[src/sv/efti_pkg.sv]
// Shared types and constants for the escape-time fractal iterator.
// Used by the front, queue, core, top level and checker; depends on nothing.
`default_nettype none

package efti_pkg;

  localparam int FRAC_BITS_DEF   = 28;
  localparam int COUNT_WIDTH_DEF = 8;

  localparam int PT_W        = 32;   // point and constant width
  localparam int RADIUS_W    = 31;
  localparam int CFG_IDX_W   = 3;
  localparam int CFG_DATA_W  = 32;
  localparam int QUEUE_DEPTH = 2;

  localparam int          LIMIT_RESET  = 255;
  localparam logic [30:0] RADIUS_RESET = 31'd536870912;  // 2.0 in Q4.28

  typedef enum logic [1:0] {
    VAR_MANDEL  = 2'd0,
    VAR_TRICORN = 2'd1,
    VAR_SHIP    = 2'd2,
    VAR_JULIA   = 2'd3
  } variant_e;

  typedef enum logic [CFG_IDX_W-1:0] {
    REG_VARIANT  = 3'd0,
    REG_LIMIT    = 3'd1,
    REG_JULIA_RE = 3'd2,
    REG_JULIA_IM = 3'd3,
    REG_RADIUS   = 3'd4
  } cfg_reg_e;

  typedef enum logic [2:0] {
    ST_IDLE,
    ST_ABS,
    ST_MUL,
    ST_CHECK,
    ST_UPDATE,
    ST_DONE
  } core_state_e;

  // One queued item: start point, value added on each update, escape setup.
  typedef struct packed {
    logic signed [PT_W-1:0]  point_re;
    logic signed [PT_W-1:0]  point_im;
    logic signed [PT_W-1:0]  add_re;
    logic signed [PT_W-1:0]  add_im;
    logic [RADIUS_W-1:0]     radius;
    variant_e                variant;
  } entry_t;

endpackage

`default_nettype wire

[src/sv/efti_queue.sv]
// Short queue of classified items between front end and iteration core.
// Register array with read and write pointers; depends on efti_pkg.
`default_nettype none

module efti_queue import efti_pkg::*; (
  input  wire logic   clk_i,
  input  wire logic   rst_ni,
  input  wire logic   push_i,
  input  entry_t      push_data_i,
  input  wire logic   pop_i,
  output entry_t      pop_data_o,
  output logic        full_o,
  output logic        empty_o
);

  localparam int PtrW = (QUEUE_DEPTH > 1) ? $clog2(QUEUE_DEPTH) : 1;
  localparam int CntW = $clog2(QUEUE_DEPTH + 1);
  localparam logic [CntW-1:0] DepthC = CntW'(QUEUE_DEPTH);
  localparam logic [PtrW-1:0] LastP  = PtrW'(QUEUE_DEPTH - 1);

  entry_t             mem_q [QUEUE_DEPTH];
  logic [PtrW-1:0]    wr_q, wr_d;
  logic [PtrW-1:0]    rd_q, rd_d;
  logic [CntW-1:0]    cnt_q, cnt_d;
  logic               do_push, do_pop;

  assign full_o     = (cnt_q == DepthC);
  assign empty_o    = (cnt_q == '0);
  assign do_push    = push_i && !full_o;
  assign do_pop     = pop_i && !empty_o;
  assign pop_data_o = mem_q[rd_q];

  always_comb begin
    wr_d  = wr_q;
    rd_d  = rd_q;
    cnt_d = cnt_q;
    if (do_push) begin
      wr_d = (wr_q == LastP) ? '0 : wr_q + 1'b1;
    end
    if (do_pop) begin
      rd_d = (rd_q == LastP) ? '0 : rd_q + 1'b1;
    end
    if (do_push && !do_pop) begin
      cnt_d = cnt_q + 1'b1;
    end else if (do_pop && !do_push) begin
      cnt_d = cnt_q - 1'b1;
    end
  end

  always_ff @(posedge clk_i or negedge rst_ni) begin
    if (!rst_ni) begin
      wr_q  <= '0;
      rd_q  <= '0;
      cnt_q <= '0;
    end else begin
      wr_q  <= wr_d;
      rd_q  <= rd_d;
      cnt_q <= cnt_d;
    end
  end

  always_ff @(posedge clk_i) begin
    if (do_push) begin
      mem_q[wr_q] <= push_data_i;
    end
  end

endmodule

`default_nettype wire

[config.mk]
export PLATFORM = sky130hd
export DESIGN_NAME = efti_queue
export DESIGN_NICKNAME = d
export VERILOG_FILES = /design/src/sv/efti_pkg.sv /design/src/sv/efti_queue.sv
export SDC_FILE = /design/constraint.sdc
export NUM_CORES = 1
export LEC_CHECK = 0
export ABC_AREA = 1
export BUFFER_PORTS_ARGS = -buffer_cell sky130_fd_sc_hd__buf_2
export CELL_PAD_IN_SITES_DETAIL_PLACEMENT = 1
export CELL_PAD_IN_SITES_GLOBAL_PLACEMENT = 1
export CORE_ASPECT_RATIO = 0.9
export CORE_UTILIZATION = 39
export DETAILED_ROUTE_END_ITERATION = 10
export PLACE_DENSITY = 0.82
export SYNTH_ARGS = -nofsm -noshare
export SYNTH_HDL_FRONTEND = slang
export SYNTH_SLANG_ARGS = --single-unit
[constraint.sdc]
create_clock -name clk_i -period 25.3 [get_ports clk_i]
set_input_delay 6.325 -clock clk_i [delete_from_list [all_inputs] [get_ports clk_i]]
set_output_delay 6.325 -clock clk_i [all_outputs]
set_load 0.02 [all_outputs]
After elaboration in Yosys (flattened, before gate mapping)
Memories as Yosys holds them, arrays and structs flattened. Index checks and enable logic that the tools add are counted.

Memory bits (read-only): 0. Output and inout bits: 163. Latch bits: 0. Memories kept: 1. Memory bits (writable): 322. Register bits after elaboration: 4. Input bits: 165.

Memories: mem_q (depth 2, bits a word 161, read ports 1, clocked after memory_dff 0, write ports 1, line efti_queue.sv:21) `entry_t mem_q [QUEUE_DEPTH];`.

Shift operators: 0. $add $sub $neg: 4. Bitwise logic cells: 0. Multipliers: 0. Reduce and logical (&&, ||, !) cells: 10. Eq/ne operators: 1. Muxes and demuxes: 6. $lt $le $gt $ge: 0. Div/mod/pow operators: 0.

Operators by type and width (number): $logic_and 1x1->1 (4); $logic_not 1->1 (4); $mux 1 (4); $mux 2 (2); $add 1x1->1 const B (2); $add 2x1->2 const B (1); $eq 2x2->1 const B (1); $logic_not 2->1 (1); $reduce_bool 2->1 (1); $sub 2x1->2 const B (1).

Depth between registers and ports, before layout
Gate-level depths: netlist of run 1.

Depth after elaboration: 7. Mapped depth: 9. Depth with buffers taken out: 9.

Worst setup path after synthesis of run 1
Ideal clock, no wire load.

Path type: input port to flip-flop. From: input port push_i. To: memory mem_q[1][0] (netlist bit) (enable). Data required time: 24.616 ns. Data arrival time: 13.111 ns. Slack: 11.505 ns. Library setup time: 0.684 ns. Stages on the path: 2. Path through: o21ai_0 > nor2_1.

Word-level cells in the longest chain between the ends: 3.

Ends and longest elaborated chain: from (decl) (line efti_queue.sv:8) `input wire logic push_i,`; $logic_and 1x1->1 (line efti_queue.sv:29) `assign do_push = push_i && !full_o;`; $mux 1 (line efti_queue.sv:63) `if (do_push) begin`; $mux 1 (not written as such) (line efti_queue.sv:64) `mem_q[wr_q] <= push_data_i;`; to (decl) (line efti_queue.sv:21).

Every way passes these cells.

==> results of run 1 <==
-- logic make-up after synthesis --
group	share of synthesized area, %
xor+xnor	0.0732
simple gates	15.9
flops	81.6
fa+ha+maj	0.104
buf+inv	2.25
compound gates	0.0836
-- layout by cell type (no fill, tap or decap) --
master	instances
inv_6	2
nor2_4	1
diode_2	5
nand3b_1	1
clkinv_1	8
buf_4	5
nand4_1	1
o21ai_0	2
edfxtp_1	322
clkbuf_1	11
xnor2_1	1
clkbuf_16	37
bufinv_16	2
nor2_1	3
nand2_2	10
nand3_1	1
dfrtp_1	3
clkinv_2	1
nand2_1	482
inv_1	6
ha_1	1
dfrtp_4	1
buf_2	327
-- power breakdown --
group / switching, mW / internal, mW
clock: 0.194 / 0.286
combinational: 0.474 / 0.169
sequential: 0.0472 / 0.739
-- metrics by stage --
stage               instances  setup slack, ps  hold slack [ps]  cell area [um^2]  total power, mW
floorplan                 872            11500              449             12000             1.23
global placement         1572            15740              476             13900             1.43
detailed placement       1572            15710              476             13900             1.45
CTS                      1631            15620              493             15000             1.94
global route             1634            15460              525             15000             2.01
finish                   1636            15700              485             15000             1.91
-- routing by layer --
| layer | vias to the layer above | GRT usage, % | routed length [um] | share of wire [%] |
|---|---|---|---|---|
| met2 | 263 | 32.5 | 15000 | 52 |
| li1 | 3621 | - | - | - |
| met5 | - | 0 | 17 | 0.059 |
| met1 | 3635 | 19.9 | 10900 | 38 |
| met3 | 58 | 5.44 | 2090 | 7.3 |
| met4 | 2 | 6.38 | 710 | 2.5 |
-- tightest hold or removal path, delay by kind of cell (launching register included) --
| family | cells | cell delay, ps |
|---|---|---|
| AND/OR/NAND/NOR | 2 | 110 |
| flip-flops | 1 | 340 |
-- worst paths after layout --
kind | slack, ps | end | cells after the start
setup / recovery | 15700 | pop_data_o[95] | 5
hold reg to reg | 480 | wr_q$_DFFE_PN0P_ | 2
setup reg to reg | 21740 | mem_q[1][143]$_DFFE_PP_ | 4
max in group asynchronous | 19530 | rd_q$_DFFE_PN0P_ | 1
hold / removal | 480 | wr_q$_DFFE_PN0P_ | 2
min in group asynchronous | 5620 | wr_q$_DFFE_PN0P_ | 1
-- flip-flops by register name, indices dropped and copies added (netlist names) --
register,count
mem_q,322
wr_q,1
cnt_q,2
rd_q,1
-- cell type report --
class                           count  share of cell area (%)
Clock inverter                     11                   0.633
Sequential cell                   326                    65.1
Timing Repair Buffer              332                    11.2
Multi-Input combinational cell    503                    13.0
Clock buffer                       48                    6.44
Inverter                            8                   0.267
Tap cell                          403                    3.36
Antenna cell                        5                  0.0834
==> key figures, run 1 <==
Global routing
  – Antenna violations before repair: 4
  – Total GRT Usage: 17.9%
  – Largest net degree at the start of global routing: just under 100
  – Vias in the first global route: 8,097
  – Total grt overflow: 0
  – First-pass GRT wire length: 43,500 um

Critical path
  – Crit path max-delay family: buffers and inverters
  – Startpoint types: flip-flop
  – Source of the critical timing path: rd_q$_DFFE_PN0P_
  – Launch point of the worst reg-to-reg path: cnt_q[0]$_DFFE_PN0P_
  – CP Capture Type: output port
  – Worst-path maximum fanout: between 80 and 90
  – Crit-path slowest cell: buf_4
  – Most frequent CP cell: nand2_1
  – Worst stage delay on the critical path: 830 ps
  – Buf+Inv Stages, Crit Path: 3
  – Crit Path Class: reg2out
  – Worst Path Required: 18,980 ps
  – Worst path cell trace: inv_6 > buf_4 > nand2_1 > nand2_1 > buf_2
  – Worst Path Arrival: ~3300 ps

Yosys
  – Post-synth net total: roughly 1,000
  – Ys async rst share: 1.23%
  – Syn Area/Cell: 13.7 um^2
  – Post-synth top area share: 80.7%
  – Synth cell count leaders: nand2_1 (482), edfxtp_1 (322), buf_2 (24)
  – Seq/Total Area, Yosys: 81.6%
  – Post-Syn Instances: 872
  – Number of synthesized flops with an enable pin: 322
  – Area leader, netlist: edfxtp_1
  – Commonest register cell after synthesis: edfxtp_1
  – Largest cells by area after synthesis: edfxtp_1 (81%), nand2_1 (15%), buf_2 (1.0%), buf_6 (0.85%), dfrtp_1 (0.84%)
  – FF+latch count, synth: 326
  – Cell Area, Synth: 12,000 um^2
  – Synth unique cells: 16
  – Warnings from Yosys: 0
  – Count leader, synth: nand2_1

Drt
  – Initial DRC Count: 338
  – Routed len/inst: 17.5 um
  – Drt first pass iters: 4
  – DR DRC count: 0
  – ANT nets after route: 0
  – Routed vias/inst: about 4.6
  – Via count: 7,579
  – Detailed Route WL: 28,600 um

Timing
  – Worst slew pin tran: 1110 ps
  – Final worst path period share: a little under two fifths
  – Final setup TNS: 0 ps
  – Post-route minimum period: roughly 9600 ps
  – Setup violators final: 0
  – RSZ-0062 raised after global routing: false
  – Fmax: roughly 100 MHz
  – Clock Skews: 18.8 ps
  – Final max-slew violation count: 0
  – Final Hold Fails: 0
  – Slew headroom: between 20% and 30%

Die
  – Io pins: 328
  – Die area: between 30,000 and 40,000 um^2
  – Chip height: ~170 um
  – DIE WIDTH: 187 um
  – Initial core utilization: 39.9%
  – Core ar.: 30,000 um^2
  – Std cell rows: 60

Layout
  – Area grow syn2layout: 25.3%
  – Register area: 9770 um^2
  – Util after Layout: 50.0%
  – # nets final: 1,373
  – Area of the multi-input gates: 1940 um^2
  – Layout cell share with drive strength beyond 1: 31.4%
  – Fillcell total: 3,176

Clock network
  – CTS max path bufs: 3
  – TritonCTS clock tree: built
  – Hold Buf Count CTS: 0
  – Clock Sinks: around 330
  – Post CTS Setup Buffer Count: 0
  – Root Driver: clkbuf_16
  – CTS H-tree lvls: 2
  – Clk slew on worst S/H paths: 60 ps
  – CTS Buf Count: 36
  – Cts repair resizes: 0
  – Clk Latency, worst-skew pair: roughly 500 ps

Min path
  – Worst hold path type: reg2reg
  – HP Start: wr_q$_DFFE_PN0P_

Pwr
  – Lkg Pwr: 6.41 nW
  – Maximum vdd drop: a little over 0.08 mV
  – PwrDens: 127 nW/um^2

Run
  – Max cap viols: 0

Placed design
  – GPL Wtd Cong: 0.757
  – Number of port buffers: ~330
  – Hpwl dp: 18,300 um

Run status
  – Status: complete, no violations
No activity file was read; power rests on OpenSTA's default activity.
==> inputs of run 2 (changes only) <==
--- a/config.mk
+++ b/config.mk
@@ -5,14 +5,14 @@
 export SDC_FILE = /design/constraint.sdc
 export NUM_CORES = 1
 export LEC_CHECK = 0
-export ABC_AREA = 1
+export ABC_AREA = 0
 export BUFFER_PORTS_ARGS = -buffer_cell sky130_fd_sc_hd__buf_2
 export CELL_PAD_IN_SITES_DETAIL_PLACEMENT = 1
 export CELL_PAD_IN_SITES_GLOBAL_PLACEMENT = 1
 export CORE_ASPECT_RATIO = 0.9
 export CORE_UTILIZATION = 39
 export DETAILED_ROUTE_END_ITERATION = 10
-export PLACE_DENSITY = 0.82
+export PLACE_DENSITY = 0.81
 export SYNTH_ARGS = -nofsm -noshare
 export SYNTH_HDL_FRONTEND = slang
 export SYNTH_SLANG_ARGS = --single-unit
==> constraint.sdc (replaced) <==
create_clock -name clk_i -period 8.15 [get_ports clk_i]
set_input_delay 2.0375 -clock clk_i [delete_from_list [all_inputs] [get_ports clk_i]]
set_output_delay 2.0375 -clock clk_i [all_outputs]
set_load 0.02 [all_outputs]
==> run 2 against run 1 <==
Sequential power grew to 3.1 times the previous value. Worst hold slack improved by 60 ps. Synthesized cell count shrank 40%. Non-clock buffer count unchanged. First-iteration DRC count decreased by 6.5%. Clock skew fell by 9.6 ps. Die area grew 1.3%. Largest cell class unchanged. Highest routed layer unchanged.
==> key figures, run 2 <==
Global routing
  – Total GRT Usage: 15.9% (-2.0 points)
  – Largest net degree at the start of global routing: 130 (+33%)
  – M3 GR Usage: 4.88% (-0.56 points)
  – Met2 Use GR: 28.0% (-4.4 points)
  – Antenna violations before repair: 7 (+3)
  – Met1 usage: 18.0% (-1.9 points)
  – Most used routing layer: met2
  – Total grt overflow: 0 (unchanged)
  – Vias in the first global route: 6,573 (-19%)
  – First-pass GRT wire length: 38,400 um (-12%)

Yosys
  – Post-synth net total: 686 (-34%)
  – Compound-Gate Fraction of Synth Area: 0.0413% (-0.042 points)
  – Synth Area in Simple Gates: 0.227% (-16 points)
  – Number of synthesized flops with an enable pin: 322 (unchanged)
  – Count leader, synth: edfxtp_1
  – Syn Area/Cell: 23.3 um^2 (+70%)
  – Largest cells by area after synthesis: edfxtp_1 (80%), mux2_4 (9.9%), mux2_2 (7.5%), buf_6 (0.93%), dfrtp_1 (0.83%)
  – Cell Area, Synth: 12,100 um^2 (+1.3%)
  – Post-Syn Instances: 520 (-40%)
  – Seq/Total Area, Yosys: 80.5% (-1.1 points)
  – Synth cell count leaders: edfxtp_1 (322), mux2_2 (81), mux2_4 (80)
  – FF+latch count, synth: 326 (unchanged)
  – Proportion of synthesized area in mux cells: 17.4% (+17 points)
  – Largest family of logic cells by synthesized area: multiplexers
  – Post-synth top area share: 79.7% (-1.0 points)
  – Warnings from Yosys: 0 (unchanged)
  – Adder-Cell Fraction of Synth Area: 0.103% (-0.0013 points)
  – Synth unique cells: 15 (-1)
  – Post-Synth XOR/XNOR Area: 0.361% (+0.29 points)
  – Ys async rst share: 1.23% (unchanged)
  – Commonest register cell after synthesis: edfxtp_1
  – Area leader, netlist: edfxtp_1

Critical path
  – Worst-path maximum fanout: 46 (-46%)
  – Source of the critical timing path: rd_q$_DFFE_PN0P_
  – Worst path cell trace: buf_4 > mux2_2 > buf_2
  – Startpoint types: flip-flop
  – Worst stage delay on the critical path: 800 ps (-30 ps)
  – CP endpoint: pop_data_o[34]
  – CP Capture Type: output port
  – Reg2reg setup slack: 5390 ps (-16,350 ps)
  – Critical R2R Capture: mem_q[0][107]$_DFFE_PP_
  – Launch point of the worst reg-to-reg path: cnt_q[0]$_DFFE_PN0P_
  – Worst Path Arrival: 2660 ps (-610 ps)
  – Worst Path Required: 6110 ps (-12,870 ps)
  – Crit-path slowest cell: dfrtp_4
  – Crit Path Class: reg2out
  – R2R depth: 4 (unchanged)

Timing
  – Fmax: 213 MHz
  – Final setup TNS: 0 ps (unchanged)
  – Post-route minimum period: 4690 ps
  – Final max-slew violation count: 0 (unchanged)
  – Worst Hold Margin: 544 ps (+59.6 ps)
  – Setup violators final: 0 (unchanged)
  – Worst slew pin tran: 1020 ps (-96.6 ps)
  – Slew headroom: 32.0% (+6.3 points)
  – Final worst path period share: 57.6%
  – Clock Skews: 9.19 ps (-9.64 ps)
  – Setup ws final: 3460 ps (-12,250 ps)
  – RSZ-0062 raised after global routing: false
  – Final Hold Fails: 0 (unchanged)

Clock network
  – CTS H-tree lvls: 2 (unchanged)
  – Clock Sinks: 326 (unchanged)
  – Clk slew on worst S/H paths: 60 ps (about the same)
  – CTS max path bufs: 3 (unchanged)
  – Hold Buf Count CTS: 0 (unchanged)
  – Cts repair resizes: 0 (unchanged)
  – Post CTS Setup Buffer Count: 0 (unchanged)
  – TritonCTS clock tree: built
  – Root Driver: clkbuf_16
  – Clk Latency, worst-skew pair: 490 ps (about the same)
  – CTS Buf Count: 35 (-2.8%)

Drt
  – Via count: 6,127 (-19%)
  – Detailed Route WL: 25,900 um (-9.5%)
  – Drt first pass iters: 5 (+1)
  – Routed len/inst: 19.9 um (+14%)
  – DR DRC count: 0 (unchanged)
  – ANT nets after route: 0 (unchanged)
  – Routed vias/inst: 4.70 (+1.4%)
  – Initial DRC Count: 316 (-6.5%)

Placed design
  – GPL Wtd Cong: 0.742 (-1.9%)
  – Hpwl dp: 17,500 um (-4.3%)
  – DP Worst Slack: 3950 ps (-11,760 ps)
  – Dpl cell area: 14,200 um^2 (+1.9%)
  – Number of port buffers: 327 (unchanged)

Pwr
  – Maximum vdd drop: 0.218 mV (+170%)
  – Sw frac: 31.5% (-5.9 points)
  – Logic pwr share: 32.3% (-1.4 points)
  – PwrDens: 389 nW/um^2 (+210%)
  – Sw Pwr: 1.89 mW (+160%)
  – Clock share of power: 26.9% (+1.8 points)
  – Internal Power: 4.10 mW (+240%)
  – Seq pwr share: 40.8% (-0.4 points)
  – Lkg Pwr: 5.96 nW (-7.0%)

Layout
  – Most common cell after layout, fill and taps aside: buf_2
  – Biggest regs: mem_q: 322 flops, cnt_q: 2 flops
  – Most frequent cells in the layout: buf_2 (327), edfxtp_1 (322), mux2_2 (81)
  – Biggest register: mem_q
  – # nets final: 1,037 (-24%)
  – Fillcell total: 2,850 (-10%)
  – Finished Cell Area: 15,400 um^2 (+2.6%)
  – Layout cell share with drive strength beyond 1: 60.8% (+29 points)
  – Max FFs per register: 322 (unchanged)
  – Util after Layout: 50.9% (+0.90 points)
  – Area grow syn2layout: 26.9%

Die
  – Core ar.: 30,300 um^2 (+0.75%)
  – Die area: 31,800 um^2 (+1.3%)
  – Chip height: 169 um (+0.64%)
  – Std cell rows: 60 (unchanged)
  – Initial core utilization: 40.1% (+0.22 points)
  – DIE WIDTH: 188 um (+0.64%)
  – Io pins: 328 (unchanged)

Min path
  – Worst hold path type: reg2reg

Run status
  – Status: complete, no violations

Run
  – Max cap viols: 0 (unchanged)
-- run 2: kinds of logic (layout without fill, tap and decap cells) --
kind of cell,Yosys count,after routing
multiplexers,161,161
AND/OR/NAND/NOR,6,6
adder cells (fa/ha/maj),1,1
buffers and inverters,20,396
AO/OA/AOI/OAI,1,1
other,0,5
XOR/XNOR,5,5
flip-flops,326,326
-- run 2: worst min-delay path by stage --
stage / slack (ps) / end / start / depth (start not counted)
2_1_floorplan: 480 / wr_q$_DFFE_PN0P_ / wr_q$_DFFE_PN0P_ / 1
3_3_place_gp: 510 / cnt_q[1]$_DFFE_PN0P_ / cnt_q[1]$_DFFE_PN0P_ / 1
3_5_place_dp: 510 / cnt_q[1]$_DFFE_PN0P_ / cnt_q[1]$_DFFE_PN0P_ / 1
4_1_cts: 550 / cnt_q[1]$_DFFE_PN0P_ / cnt_q[1]$_DFFE_PN0P_ / 1
5_1_grt: 580 / cnt_q[1]$_DFFE_PN0P_ / cnt_q[1]$_DFFE_PN0P_ / 1
6_report: 540 / cnt_q[1]$_DFFE_PN0P_ / cnt_q[1]$_DFFE_PN0P_ / 1
-- run 2: power groups by stage --
stage               Sequential (mW)  Clock [mW]  Combinational (mW)
floorplan                      2.45           0                1.45
global placement               2.45           0                1.92
detailed placement             2.48           0                1.96
CTS                            2.44        1.66                1.97
global route                   2.47        1.70                2.05
finish                         2.44        1.61                1.93
-- run 2: cell type report --
type	instances	area (um^2)	area share, %
Antenna cell	5	12.5	0.0813
Clock buffer	45	976	6.34
Clock inverter	17	208	1.35
Inverter	2	7.51	0.0488
Multi-Input combinational cell	174	2210	14.4
Sequential cell	326	9770	63.5
Tap cell	403	504	3.28
Timing Repair Buffer	332	1700	11.0
-- run 2: through the flow --
step                      cells  total power [mW]
after floorplan             520              3.89
after global placement     1237              4.37
after detailed placement   1237              4.44
after CTS                  1299              6.07
after global routing       1303              6.23
final                      1304              5.98
-- run 2: per-layer routing --
metal  up-vias  share of wire, %  wire length [um]
li1       2784                 -                 -
met3        62               7.1              1840
met2       243                51             13300
met1      3034                38              9980
met5         -             0.062                16
met4         4               3.0               776
-- run 2: worst max-delay path, delay by kind of cell (launching register included) --
family   cells  cell delay (ps)
buf+inv      2              870
flops        1              800
mux          1              430
