<file path="src/sv/efti_pkg.sv">
// Shared types and constants for the escape-time fractal iterator.
// Used by the front, queue, core, top level and checker; depends on nothing.
`default_nettype none

package efti_pkg;

  localparam int FRAC_BITS_DEF   = 28;
  localparam int COUNT_WIDTH_DEF = 8;

  localparam int PT_W        = 32;   // point and constant width
  localparam int RADIUS_W    = 31;
  localparam int CFG_IDX_W   = 3;
  localparam int CFG_DATA_W  = 32;
  localparam int QUEUE_DEPTH = 2;

  localparam int          LIMIT_RESET  = 255;
  localparam logic [30:0] RADIUS_RESET = 31'd536870912;  // 2.0 in Q4.28

  typedef enum logic [1:0] {
    VAR_MANDEL  = 2'd0,
    VAR_TRICORN = 2'd1,
    VAR_SHIP    = 2'd2,
    VAR_JULIA   = 2'd3
  } variant_e;

  typedef enum logic [CFG_IDX_W-1:0] {
    REG_VARIANT  = 3'd0,
    REG_LIMIT    = 3'd1,
    REG_JULIA_RE = 3'd2,
    REG_JULIA_IM = 3'd3,
    REG_RADIUS   = 3'd4
  } cfg_reg_e;

  typedef enum logic [2:0] {
    ST_IDLE,
    ST_ABS,
    ST_MUL,
    ST_CHECK,
    ST_UPDATE,
    ST_DONE
  } core_state_e;

  // One queued item: start point, value added on each update, escape setup.
  typedef struct packed {
    logic signed [PT_W-1:0]  point_re;
    logic signed [PT_W-1:0]  point_im;
    logic signed [PT_W-1:0]  add_re;
    logic signed [PT_W-1:0]  add_im;
    logic [RADIUS_W-1:0]     radius;
    variant_e                variant;
  } entry_t;

endpackage

`default_nettype wire

</file>
<file path="src/sv/efti_front.sv">
// Front end: configuration registers, item acceptance and classification.
// Builds a queue entry per accepted item; depends on efti_pkg.
`default_nettype none

module efti_front import efti_pkg::*; #(
  parameter int COUNT_WIDTH = COUNT_WIDTH_DEF
) (
  input  wire logic                     clk_i,
  input  wire logic                     rst_ni,
  input  wire logic                     in_valid_i,
  output logic                          in_stall_o,
  input  wire logic signed [PT_W-1:0]   point_re_i,
  input  wire logic signed [PT_W-1:0]   point_im_i,
  input  wire logic                     cfg_valid_i,
  output logic                          cfg_ready_o,
  input  wire logic [CFG_IDX_W-1:0]     cfg_index_i,
  input  wire logic [CFG_DATA_W-1:0]    cfg_data_i,
  input  wire logic                     queue_full_i,
  output logic                          push_o,
  output entry_t                        entry_o,
  output logic [COUNT_WIDTH-1:0]        limit_o
);

  localparam logic [COUNT_WIDTH-1:0] LimitReset = COUNT_WIDTH'(LIMIT_RESET);

  variant_e                   variant_q;
  logic [COUNT_WIDTH-1:0]     limit_q;
  logic signed [PT_W-1:0]     jre_q;
  logic signed [PT_W-1:0]     jim_q;
  logic [RADIUS_W-1:0]        radius_q;
  logic                       julia;

  assign cfg_ready_o = 1'b1;

  always_ff @(posedge clk_i or negedge rst_ni) begin
    if (!rst_ni) begin
      variant_q <= VAR_MANDEL;
      limit_q   <= LimitReset;
      jre_q     <= '0;
      jim_q     <= '0;
      radius_q  <= RADIUS_RESET;
    end else if (cfg_valid_i && cfg_ready_o) begin
      unique case (cfg_reg_e'(cfg_index_i))
        REG_VARIANT:  variant_q <= variant_e'(cfg_data_i[1:0]);
        REG_LIMIT:    limit_q   <= cfg_data_i[COUNT_WIDTH-1:0];
        REG_JULIA_RE: jre_q     <= cfg_data_i;
        REG_JULIA_IM: jim_q     <= cfg_data_i;
        REG_RADIUS:   radius_q  <= cfg_data_i[RADIUS_W-1:0];
        default: ;  // drop writes to unknown registers
      endcase
    end
  end

  assign julia      = (variant_q == VAR_JULIA);
  assign in_stall_o = queue_full_i;
  assign push_o     = in_valid_i && !queue_full_i;
  assign limit_o    = limit_q;

  // Julia adds the configured constant, every other variant adds the point.
  always_comb begin
    entry_o.point_re = point_re_i;
    entry_o.point_im = point_im_i;
    entry_o.add_re   = julia ? jre_q : point_re_i;
    entry_o.add_im   = julia ? jim_q : point_im_i;
    entry_o.radius   = radius_q;
    entry_o.variant  = variant_q;
  end

endmodule

`default_nettype wire

</file>
<file path="config.mk">
export PLATFORM = sky130hd
export DESIGN_NAME = efti_front
export DESIGN_NICKNAME = d
export VERILOG_FILES = /design/src/sv/efti_pkg.sv /design/src/sv/efti_front.sv
export SDC_FILE = /design/constraint.sdc
export NUM_CORES = 1
export LEC_CHECK = 0
export BUFFER_PORTS_ARGS = -buffer_cell sky130_fd_sc_hd__buf_2
export CORE_MARGIN = 2
export CORE_UTILIZATION = 40
export CTS_BUF_LIST = sky130_fd_sc_hd__clkbuf_8
export CTS_CLUSTER_DIAMETER = 40
export CTS_CLUSTER_SIZE = 14
export DETAILED_ROUTE_END_ITERATION = 10
export PLACE_DENSITY_LB_ADDON = 0.15
export SLEW_MARGIN = 20
export SYNTH_ARGS = -nofsm -noshare
export SYNTH_HDL_FRONTEND = slang
export SYNTH_SLANG_ARGS = --single-unit
</file>
<file path="constraint.sdc">
create_clock -name clk_i -period 1.9 [get_ports clk_i]
set_input_delay 0.38 -clock clk_i [delete_from_list [all_inputs] [get_ports clk_i]]
set_output_delay 0.38 -clock clk_i [all_outputs]
set_load 0.03 [all_outputs]
</file>
### Word level (Yosys, flattened, before mapping)

Index checks and enable logic that the tools add are counted.
W data, S select, Z words.

| storage, ports and cells | value |
|---|---|
| bits of input ports | 104 |
| output and inout bits | 172 |
| register bits after elaboration | 105 |

| operators by class | value |
|---|---|
| multiplexer cells | 2 |
| equal/unequal tests | 5 |
| reductions and logical operators | 8 |

Operators by type and width:

| kind | count |
|---|---|
| $mux W32 | 2 |
| $reduce_and A2 Y1 | 5 |
| $eq A3 B2 Y1 const B | 2 |
| $eq A3 B1 Y1 const B | 1 |
| $eq A3 B3 Y1 const B | 1 |
| $logic_not A3 Y1 | 1 |
| $eq A2 B2 Y1 const B | 1 |
| $logic_and A1 B1 Y1 | 1 |
| $logic_not A1 Y1 | 1 |

### Logic depth before layout (Yosys ltp)

Gate-level depths: netlist of run 1.

| depth | value |
|---|---|
| depth after elaboration | 2 |
| gate-level depth with buffers | 4 |
| mapped depth without buffers | 2 |

### Worst setup path after synthesis of run 1

No wires, ideal clock.

| path | value |
|---|---|
| path kind | reg2out |
| start | reg variant_q[0] |
| end | out entry_o[33] (netlist name) |
| data required time | 1,520 ps |
| data arrival time | 1,415 ps |
| slack | 105 ps |
| stages on the path, launching flop included | 4 |
| cells stage by stage | dfrtp_1 nand2_1 buf_2 mux2_2 |

RTL lines:

| item | line | text |
|---|---|---|
| start: declaration | efti_front.sv:26 | `variant_e variant_q;` |
| start signal: assignment | efti_front.sv:44 | `REG_VARIANT: variant_q <= variant_e'(cfg_data_i[1:0]);` |
| end: declaration | efti_front.sv:20 | `output entry_t entry_o,` |

==> results of run 1 <==
final cells by class:
cell class                      count  area, um^2  share of cell area
Clock inverter                      4        67.6             0.00892
Timing Repair Buffer              297        2180               0.287
Sequential cell                   105        2640               0.348
Multi-Input combinational cell    177        2310               0.305
Tap cell                          176         220              0.0291
Clock buffer                       12         165              0.0218
flip-flops by register name (all words and copies together), names as in the netlist:
register / flops
radius_q: 31
jim_q: 32
variant_q: 2
jre_q: 32
limit_o: 8
per-stage QoR:
| step | cell area [um^2] | total power, uW |
|---|---|---|
| floorplan | 5400 | 5140 |
| global route | 7580 | 8660 |
| detailed placement | 6470 | 5920 |
| global placement | 6470 | 5880 |
| finish | 7580 | 8290 |
| CTS | 7410 | 8210 |
synth_stat cells:
library cell / count
dfrtp_1: 96
and4bb_1: 1
and4bb_2: 1
mux2_1: 2
conb_1: 1
buf_6: 7
buf_2: 7
nand2_1: 1
mux2_2: 137
and4bb_4: 1
mux2_4: 30
buf_4: 66
dfstp_2: 9
nor4b_1: 1
nand4b_2: 1
buf_12: 3
nor2b_1: 1
cells by family (layout without fill, tap and decap cells):
kind of cell / count (synthesis) / after routing / share of synthesized area
other: 1 / 1 / 0.000694
AND/OR/NAND/NOR: 7 / 7 / 0.0139
buffers and inverters: 83 / 313 / 0.124
multiplexers: 169 / 169 / 0.373
flip-flops: 105 / 105 / 0.488
power breakdown:
group | switching (uW) | internal [uW] | total (uW) | leakage (uW)
registers | 280 | 2760 | 3040 | 0.00125
logic | 1880 | 1780 | 3660 | 0.00252
clock network | 745 | 842 | 1590 | 0.000125
total | 2910 | 5380 | 8290 | 0.00389
routing by layer:
layer	vias up	wire, um
met5	-	0
met4	0	339
met3	26	1010
met2	167	7080
met1	1814	5650
li1	1664	-
how the worst min path moves through the flow:
stage                         startpoint            to  cells after the start
after global placement            rst_ni  radius_q[17]                      1
after global routing      cfg_data_i[31]     jre_q[31]                      2
after floorplan                   rst_ni      jim_q[0]                      0
after detailed placement          rst_ni  radius_q[17]                      1
after CTS                 cfg_data_i[31]     jre_q[31]                      2
final                     cfg_data_i[31]     jre_q[31]                      2
what timing repair did:
action / 4_1_cts / 5_1_grt
pin swaps: 1 / 1
hold buffers: 1 / 0
gates cloned: 5 / 3
gates resized for setup: 160 / 25
buffers inserted: 5 / 0
endpoints found under the hold margin: 29 / 0
endpoints found under the setup margin: 64 / 64
worst register-to-register path: cells and delay by family, from the launching register on:
kind	cells	cell delay, ps
buf+inv	1	150
flops	1	420
mux	1	240
==> impl_metrics.csv, run 1 <==
group,metric,value,unit
status,status,"finished with violations",
status,violations,"negative setup slack",
global_route,track_usage,0.189,
timing,period_share,1.08,
floorplan,die_area,14500,um^2
synth,ys_seq_area_frac,0.488,
critical_path,max_stage_delay,420,ps
route,drcViolationCount,0,
synth,synth_area_leaders,"dfrtp_1, mux2_2, buf_4, mux2_4, dfstp_2",
critical_path,crit_start,"variant_q[0]",
synth,netlist.area_leader.share,0.445,
route,wire_per_inst,18.3,um
route,drt_iter0_drc,111,
floorplan,rows,42,
global_route,met1_usage,0.230,
clock_tree,cts_buffers,9,
route,ant_nets,0,
timing,drv_slew,0,
cells_and_area,layout_common_cells,"buf_2, dfrtp_1, mux2_4",
power_and_ir_drop,p_per_area,1090,nW/um^2
clock_tree,clock_latency,370,ps
critical_path,endpoint,"entry_o[64]",
global_route,grt_max_degree,41,
synth,avgSynthCellArea,14.8,um^2
place,pre_cts_slack,197,ps
worst_hold_path,hold_path_class,"in2reg",
critical_path,crit_slowest_cell,"dfrtp_1",
floorplan,io_pins,276,
critical_path,crit_arrival,1680,ps
timing,fmax,486,MHz
run,max_cap_violations,0,
global_route,gr-total-overflow,0,
synth,synth_seq_cells,105,
route,drt_first_pass_iters,4,
critical_path,crit_fanout,6,
timing,finClkSkew,0,ps
critical_path,start_kind,"flop",
floorplan,start_util,0.408,
global_route,grt_pass1_vias,3769,
cells_and_area,nets,694,
route,vias_per_cell,4.76,
floorplan,core,13200,um^2
synth,syn_nets,469,
timing,rsz0062_at_grt,"yes",
critical_path,required,1520,ps
timing,setup_viol,64,
cells_and_area,syn_to_final_growth,40.2,%
global_route,antenna_found_initial,0,
timing,hold_viol_final,0,
cells_and_area,drive_gt1_frac,0.825,
critical_path,crit-reg2reg-launch,"variant_q[1]",
place,finalWeightedCongestion,0.698,
timing,fin_hold_ws,243,ps
cells_and_area,diodes,0,
global_route,met2_usage,0.327,
place,io_buffers,274,
synth,yosysTopAreaCell,"dfrtp_1",
synth,synth_cell_types,17,
cells_and_area,finalNonFillerCells,771,
power_and_ir_drop,ir_worst_vdd,557,uV
clock_tree,cts-htree-levels,3,
critical_path,r2r_end,"variant_q[1]",
clock_tree,clockRootBuffer,"clkbuf_8",
timing,worst_slew_pin_slew,511,ps
synth,yosys_warnings,0,
route,vias,3671,
cells_and_area,final_util,0.572,
clock_tree,cts_tree,"built",
critical_path,reg2reg_depth,2,
critical_path,cp.depth,5,
timing,setup_slack,-159,ps
global_route,grt_util_met3,0.0406,
place,place_hpwl,8850,um
critical_path,cp_num_buf_inv,3,
power_and_ir_drop,p_leak,0.00389,uW
floorplan,die_w,120,um
critical_path,end_kind,"output pin",
clock_tree,cts.sinks,105,
synth,netlist_instances,365,
global_route,grt_pass1_wl,20800,um
timing,tns,-8370,ps
place,dp_cells,741,
cells_and_area,fillCellCount,1128,
route,routed_wl,14100,um
clock_tree,clk_path_buf_depth,2,
cells_and_area,final_common_cell,"buf_2",
critical_path,crit_family,"buffers and inverters",
floorplan,die_h,120,um
global_route,busiest_layer,"met2",
critical_path,rrSetupSlack,980,ps
timing,slew_headroom,0.655,
critical_path,cp_cell_sequence,"nand2_4 > buf_12 > clkbuf_16 > mux2_4 > buf_6",
critical_path,crit_type,"reg2out",
clock_tree,path_clk_slew,100,ps
synth,synthesis.area,5400,um^2
timing,period_needed,2060,ps
No activity file was read; power rests on OpenSTA's default activity.
==> run 2: changes to the inputs <==
- CORE_UTILIZATION: 40 -> 47
==> impl_metrics.csv, run 2 (same netlist as run 1, synthesis figures left out) <==
group,metric,value,unit
status,status,"finished with violations",
status,violations,"negative setup slack",
worst_hold_path,hold_path_class,"in2async",
critical_path,r2r_end,"variant_q[1]",
power_and_ir_drop,total_power,7860,uW
critical_path,crit_fanout,9,
floorplan,die_h,111,um
route,drt_iter0_drc,114,
timing,finClkSkew,0,ps
floorplan,core,11300,um^2
place,place_hpwl,9010,um
place,finalWeightedCongestion,0.781,
route,ant_nets,0,
floorplan,rows,39,
clock_tree,cts-htree-levels,3,
cells_and_area,final_common_cell,"buf_2",
clock_tree,cts_buffers,9,
critical_path,rrSetupSlack,910,ps
floorplan,die_area,12400,um^2
place,io_buffers,274,
route,drcViolationCount,0,
clock_tree,clockRootBuffer,"clkbuf_8",
global_route,grt_pass1_wl,20000,um
timing,period_share,1.08,
global_route,antenna_found_initial,0,
critical_path,crit_type,"reg2out",
timing,slew_headroom,0.631,
cells_and_area,finalNonFillerCells,735,
cells_and_area,final_util,0.653,
critical_path,crit-reg2reg-launch,"variant_q[1]",
timing,hold_viol_final,0,
route,vias_per_cell,4.97,
cells_and_area,drive_gt1_frac,0.828,
power_and_ir_drop,p_per_area,1060,nW/um^2
timing,setup_viol,64,
cells_and_area,nets,691,
timing,fin_hold_ws,64.8,ps
critical_path,required,1520,ps
timing,period_needed,2050,ps
route,wire_per_inst,18.8,um
critical_path,start_kind,"flop",
cells_and_area,syn_to_final_growth,36.8,%
timing,worst_slew_pin_slew,553,ps
place,placed_cell_area,6430,um^2
floorplan,io_pins,276,
route,drt_first_pass_iters,3,
timing,setup_slack,-152,ps
timing,drv_slew,0,
critical_path,end_kind,"output pin",
clock_tree,clock_latency,350,ps
cells_and_area,final_area,7390,um^2
timing,fmax,487,MHz
critical_path,reg2reg_depth,2,
run,max_cap_violations,0,
critical_path,crit_arrival,1670,ps
power_and_ir_drop,ir_worst_vdd,530,uV
power_and_ir_drop,p_leak,0.00381,uW
cells_and_area,top_regs,"jim_q (32), jre_q (32), radius_q (31)",
global_route,gr-total-overflow,0,
timing,rsz0062_at_grt,"yes",
global_route,track_usage,0.202,
clock_tree,cts_tree,"built",
route,vias,3653,
floorplan,start_util,0.477,
clock_tree,clk_path_buf_depth,2,
cells_and_area,layout_common_cells,"buf_2, dfrtp_1, mux2_2",
route,routed_wl,13800,um
floorplan,die_w,111,um
global_route,grt_max_degree,106,
clock_tree,cts.sinks,105,
clock_tree,path_clk_slew,100,ps
cells_and_area,diodes,0,
global_route,grt_pass1_vias,3856,
place,dp_cells,709,
[run 2: worst max path at each step]
stage / end / start
after global placement: entry_o[64] / variant_q[0]
after floorplan: entry_o[33] / variant_q[0]
after detailed placement: entry_o[64] / variant_q[0]
final: entry_o[57] / variant_q[0]
after global routing: entry_o[57] / variant_q[0]
after CTS: entry_o[46] / variant_q[0]
[run 2: routing by layer]
metal / track usage / share of wire / up-vias
li1: - / - / 1668
met1: 0.233 / 0.39 / 1823
met2: 0.367 / 0.54 / 147
met3: 0.0481 / 0.059 / 15
met4: 0.0683 / 0.014 / 0
met5: 0 / 0 / -
[run 2: area by class of cell]
class,instances,area (um^2)
repair buffers,293,2090
clock buffers,9,124
flip-flops and latches,105,2640
multi-input cells,178,2320
clock inverters,7,41.3
fillers,851,3930
well taps,143,179
[run 2: power by group]
group / internal [uW] / leakage (uW) / total [uW] / switching (uW)
registers: 2760 / 0.00124 / 3070 / 308
clock network: 466 / 0.0000930 / 1200 / 737
logic: 1720 / 0.00247 / 3590 / 1870
total: 4940 / 0.00381 / 7860 / 2910
[run 2: timing repair]
action / CTS / global route
hold buffers: 0 / 0
cloned: 1 / 7
gates resized for setup: 143 / 43
endpoints found under the hold margin: 0 / 0
endpoints found under the setup margin: 64 / 64
pin swaps: 0 / 2
buffers inserted: 2 / 0
[run 2: stage by stage]
stage,setup slack [ps],setup TNS [ps]
finish,-152,-6750
global route,-200,-10680
CTS,-159,-7300
detailed placement,177,0
global placement,212,0
floorplan,105,0
[run 2: worst max-delay path, stage by stage, from the launching register on]
cell       delay [ps]
dfrtp_2           470
nand2_4           170
clkbuf_16         210
mux2_4            320
buf_6             140
==> run 3: changes to the inputs <==
- SETUP_SLACK_MARGIN: unset -> 0.4
==> impl_metrics.csv, run 3 (same netlist as run 1, synthesis figures left out) <==
group,metric,value,unit
status,status,"finished with violations",
power_and_ir_drop,p_leak,0.00391,uW
global_route,antenna_found_initial,1,
floorplan,die_area,12400,um^2
power_and_ir_drop,p_per_area,1070,nW/um^2
critical_path,start_kind,"flop",
place,pre_cts_slack,191,ps
floorplan,io_pins,276,
clock_tree,path_clk_slew,100,ps
critical_path,crit_type,"reg2out",
clock_tree,clk_path_buf_depth,2,
cells_and_area,fillCellCount,801,
timing,setup_slack,-136,ps
critical_path,cp_cell_sequence,"nand2_8 > buf_8 > buf_6 > mux2_4 > buf_6",
cells_and_area,nets,699,
global_route,grt_max_degree,42,
clock_tree,cts.sinks,105,
timing,drv_slew,0,
run,max_cap_violations,0,
route,wire_per_inst,17.2,um
timing,tns,-7080,ps
cells_and_area,layout_common_cells,"buf_2, mux2_4, dfrtp_1",
timing,rsz0062_at_grt,"yes",
place,io_buffers,274,
power_and_ir_drop,total_power,8130,uW
cells_and_area,top_regs,"jim_q (32), jre_q (32), radius_q (31)",
timing,hold_viol_final,0,
critical_path,r2r_end,"variant_q[1]",
floorplan,start_util,0.477,
clock_tree,cts-htree-levels,3,
clock_tree,cts_buffers,9,
floorplan,core,11300,um^2
cells_and_area,multi_input_area,2350,um^2
global_route,grt_pass1_vias,3853,
worst_hold_path,whs_path_depth,2,
power_and_ir_drop,ir_worst_vdd,557,uV
critical_path,crit-reg2reg-launch,"variant_q[1]",
route,routed_wl,12800,um
floorplan,die_w,111,um
worst_hold_path,holdPathEnd,"jre_q[31]",
global_route,grt_pass1_wl,20100,um
route,vias,3625,
timing,finClkSkew,0,ps
place,place_hpwl,9180,um
route,ant_nets,0,
floorplan,die_h,111,um
global_route,track_usage,0.205,
global_route,gr-total-overflow,0,
critical_path,critPathMostFrequentCell,"buf_6",
critical_path,crit_slowest_cell,"dfrtp_2",
clock_tree,cts_tree,"built",
floorplan,rows,39,
critical_path,reg2reg_depth,3,
route,drt_first_pass_iters,4,
timing,fmax,491,MHz
clock_tree,clock_latency,350,ps
critical_path,cp_num_buf_inv,3,
critical_path,crit_fanout,6,
status,violations,"negative setup slack",
critical_path,end_kind,"output pin",
cells_and_area,seq_area,2640,um^2
clock_tree,clockRootBuffer,"clkbuf_8",
cells_and_area,final_common_cell,"buf_2",
place,finalWeightedCongestion,0.750,
cells_and_area,drive_gt1_frac,0.832,
cells_and_area,diodes,0,
critical_path,crit_family,"flip-flops",
critical_path,required,1520,ps
route,vias_per_cell,4.88,
critical_path,max_stage_delay,460,ps
route,drt_iter0_drc,112,
critical_path,rrSetupSlack,830,ps
timing,period_share,1.07,
critical_path,crit_arrival,1660,ps
worst_hold_path,min_from,"cfg_data_i[31]",
route,drcViolationCount,0,
cells_and_area,syn_to_final_growth,40.3,%
worst_hold_path,hold_path_class,"in2reg",
timing,period_needed,2040,ps
timing,setup_viol,64,
timing,fin_hold_ws,268,ps
run 3: changes by cell type in the layout (fill, tap and decap cells not counted), moves of 2 or more:
cell	previous run	this run
buf_2	209	202
inv_1	3	1
clkinv_4	2	0
mux2_4	82	94
buf_6	65	73
clkbuf_16	5	1
mux2_2	85	73
buf_4	8	14
inv_6	0	2
buf_12	5	8
run 3: power breakdown:
| part | switching [uW] | internal [uW] |
|---|---|---|
| registers | 297 | 2760 |
| logic | 1840 | 1820 |
| clock network | 766 | 651 |
run 3: worst max path at each step:
stage                 start          end  depth (start not counted)
4_1_cts        variant_q[0]  entry_o[64]                          5
5_1_grt        variant_q[1]  entry_o[70]                          5
2_1_floorplan  variant_q[1]  entry_o[33]                          3
3_5_place_dp   variant_q[1]  entry_o[87]                          4
6_report       variant_q[1]  entry_o[95]                          5
3_3_place_gp   variant_q[1]  entry_o[68]                          4
run 3: timing repair:
action	CTS	global route
pin swaps	1	1
buffers inserted	8	3
setup endpoints to repair	66	75
endpoints found under the hold margin	20	0
hold buffers	1	0
cloned	1	1
resized for setup	137	23
run 3: cell type report:
| class | count | area share |
|---|---|---|
| Sequential cell | 105 | 0.349 |
| Tap cell | 143 | 0.0236 |
| Clock buffer | 10 | 0.0182 |
| Multi-Input combinational cell | 177 | 0.310 |
| Timing Repair Buffer | 302 | 0.291 |
| Clock inverter | 6 | 0.00875 |
run 3: routing by layer:
metal / global-route usage / routed length (um)
met1: 0.238 / 5070
met2: 0.372 / 6740
met3: 0.0601 / 832
met4: 0.0510 / 153
met5: 0 / 16
run 3: through the flow:
| stage | std cells | area (um^2) | util |
|---|---|---|---|
| final | 743 | 7580 | 0.669 |
| after global routing | 743 | 7580 | 0.669 |
| after CTS | 739 | 7480 | 0.661 |
| after detailed placement | 713 | 6720 | 0.594 |
| after global placement | 713 | 6720 | 0.594 |
| after floorplan | 365 | 5710 | - |
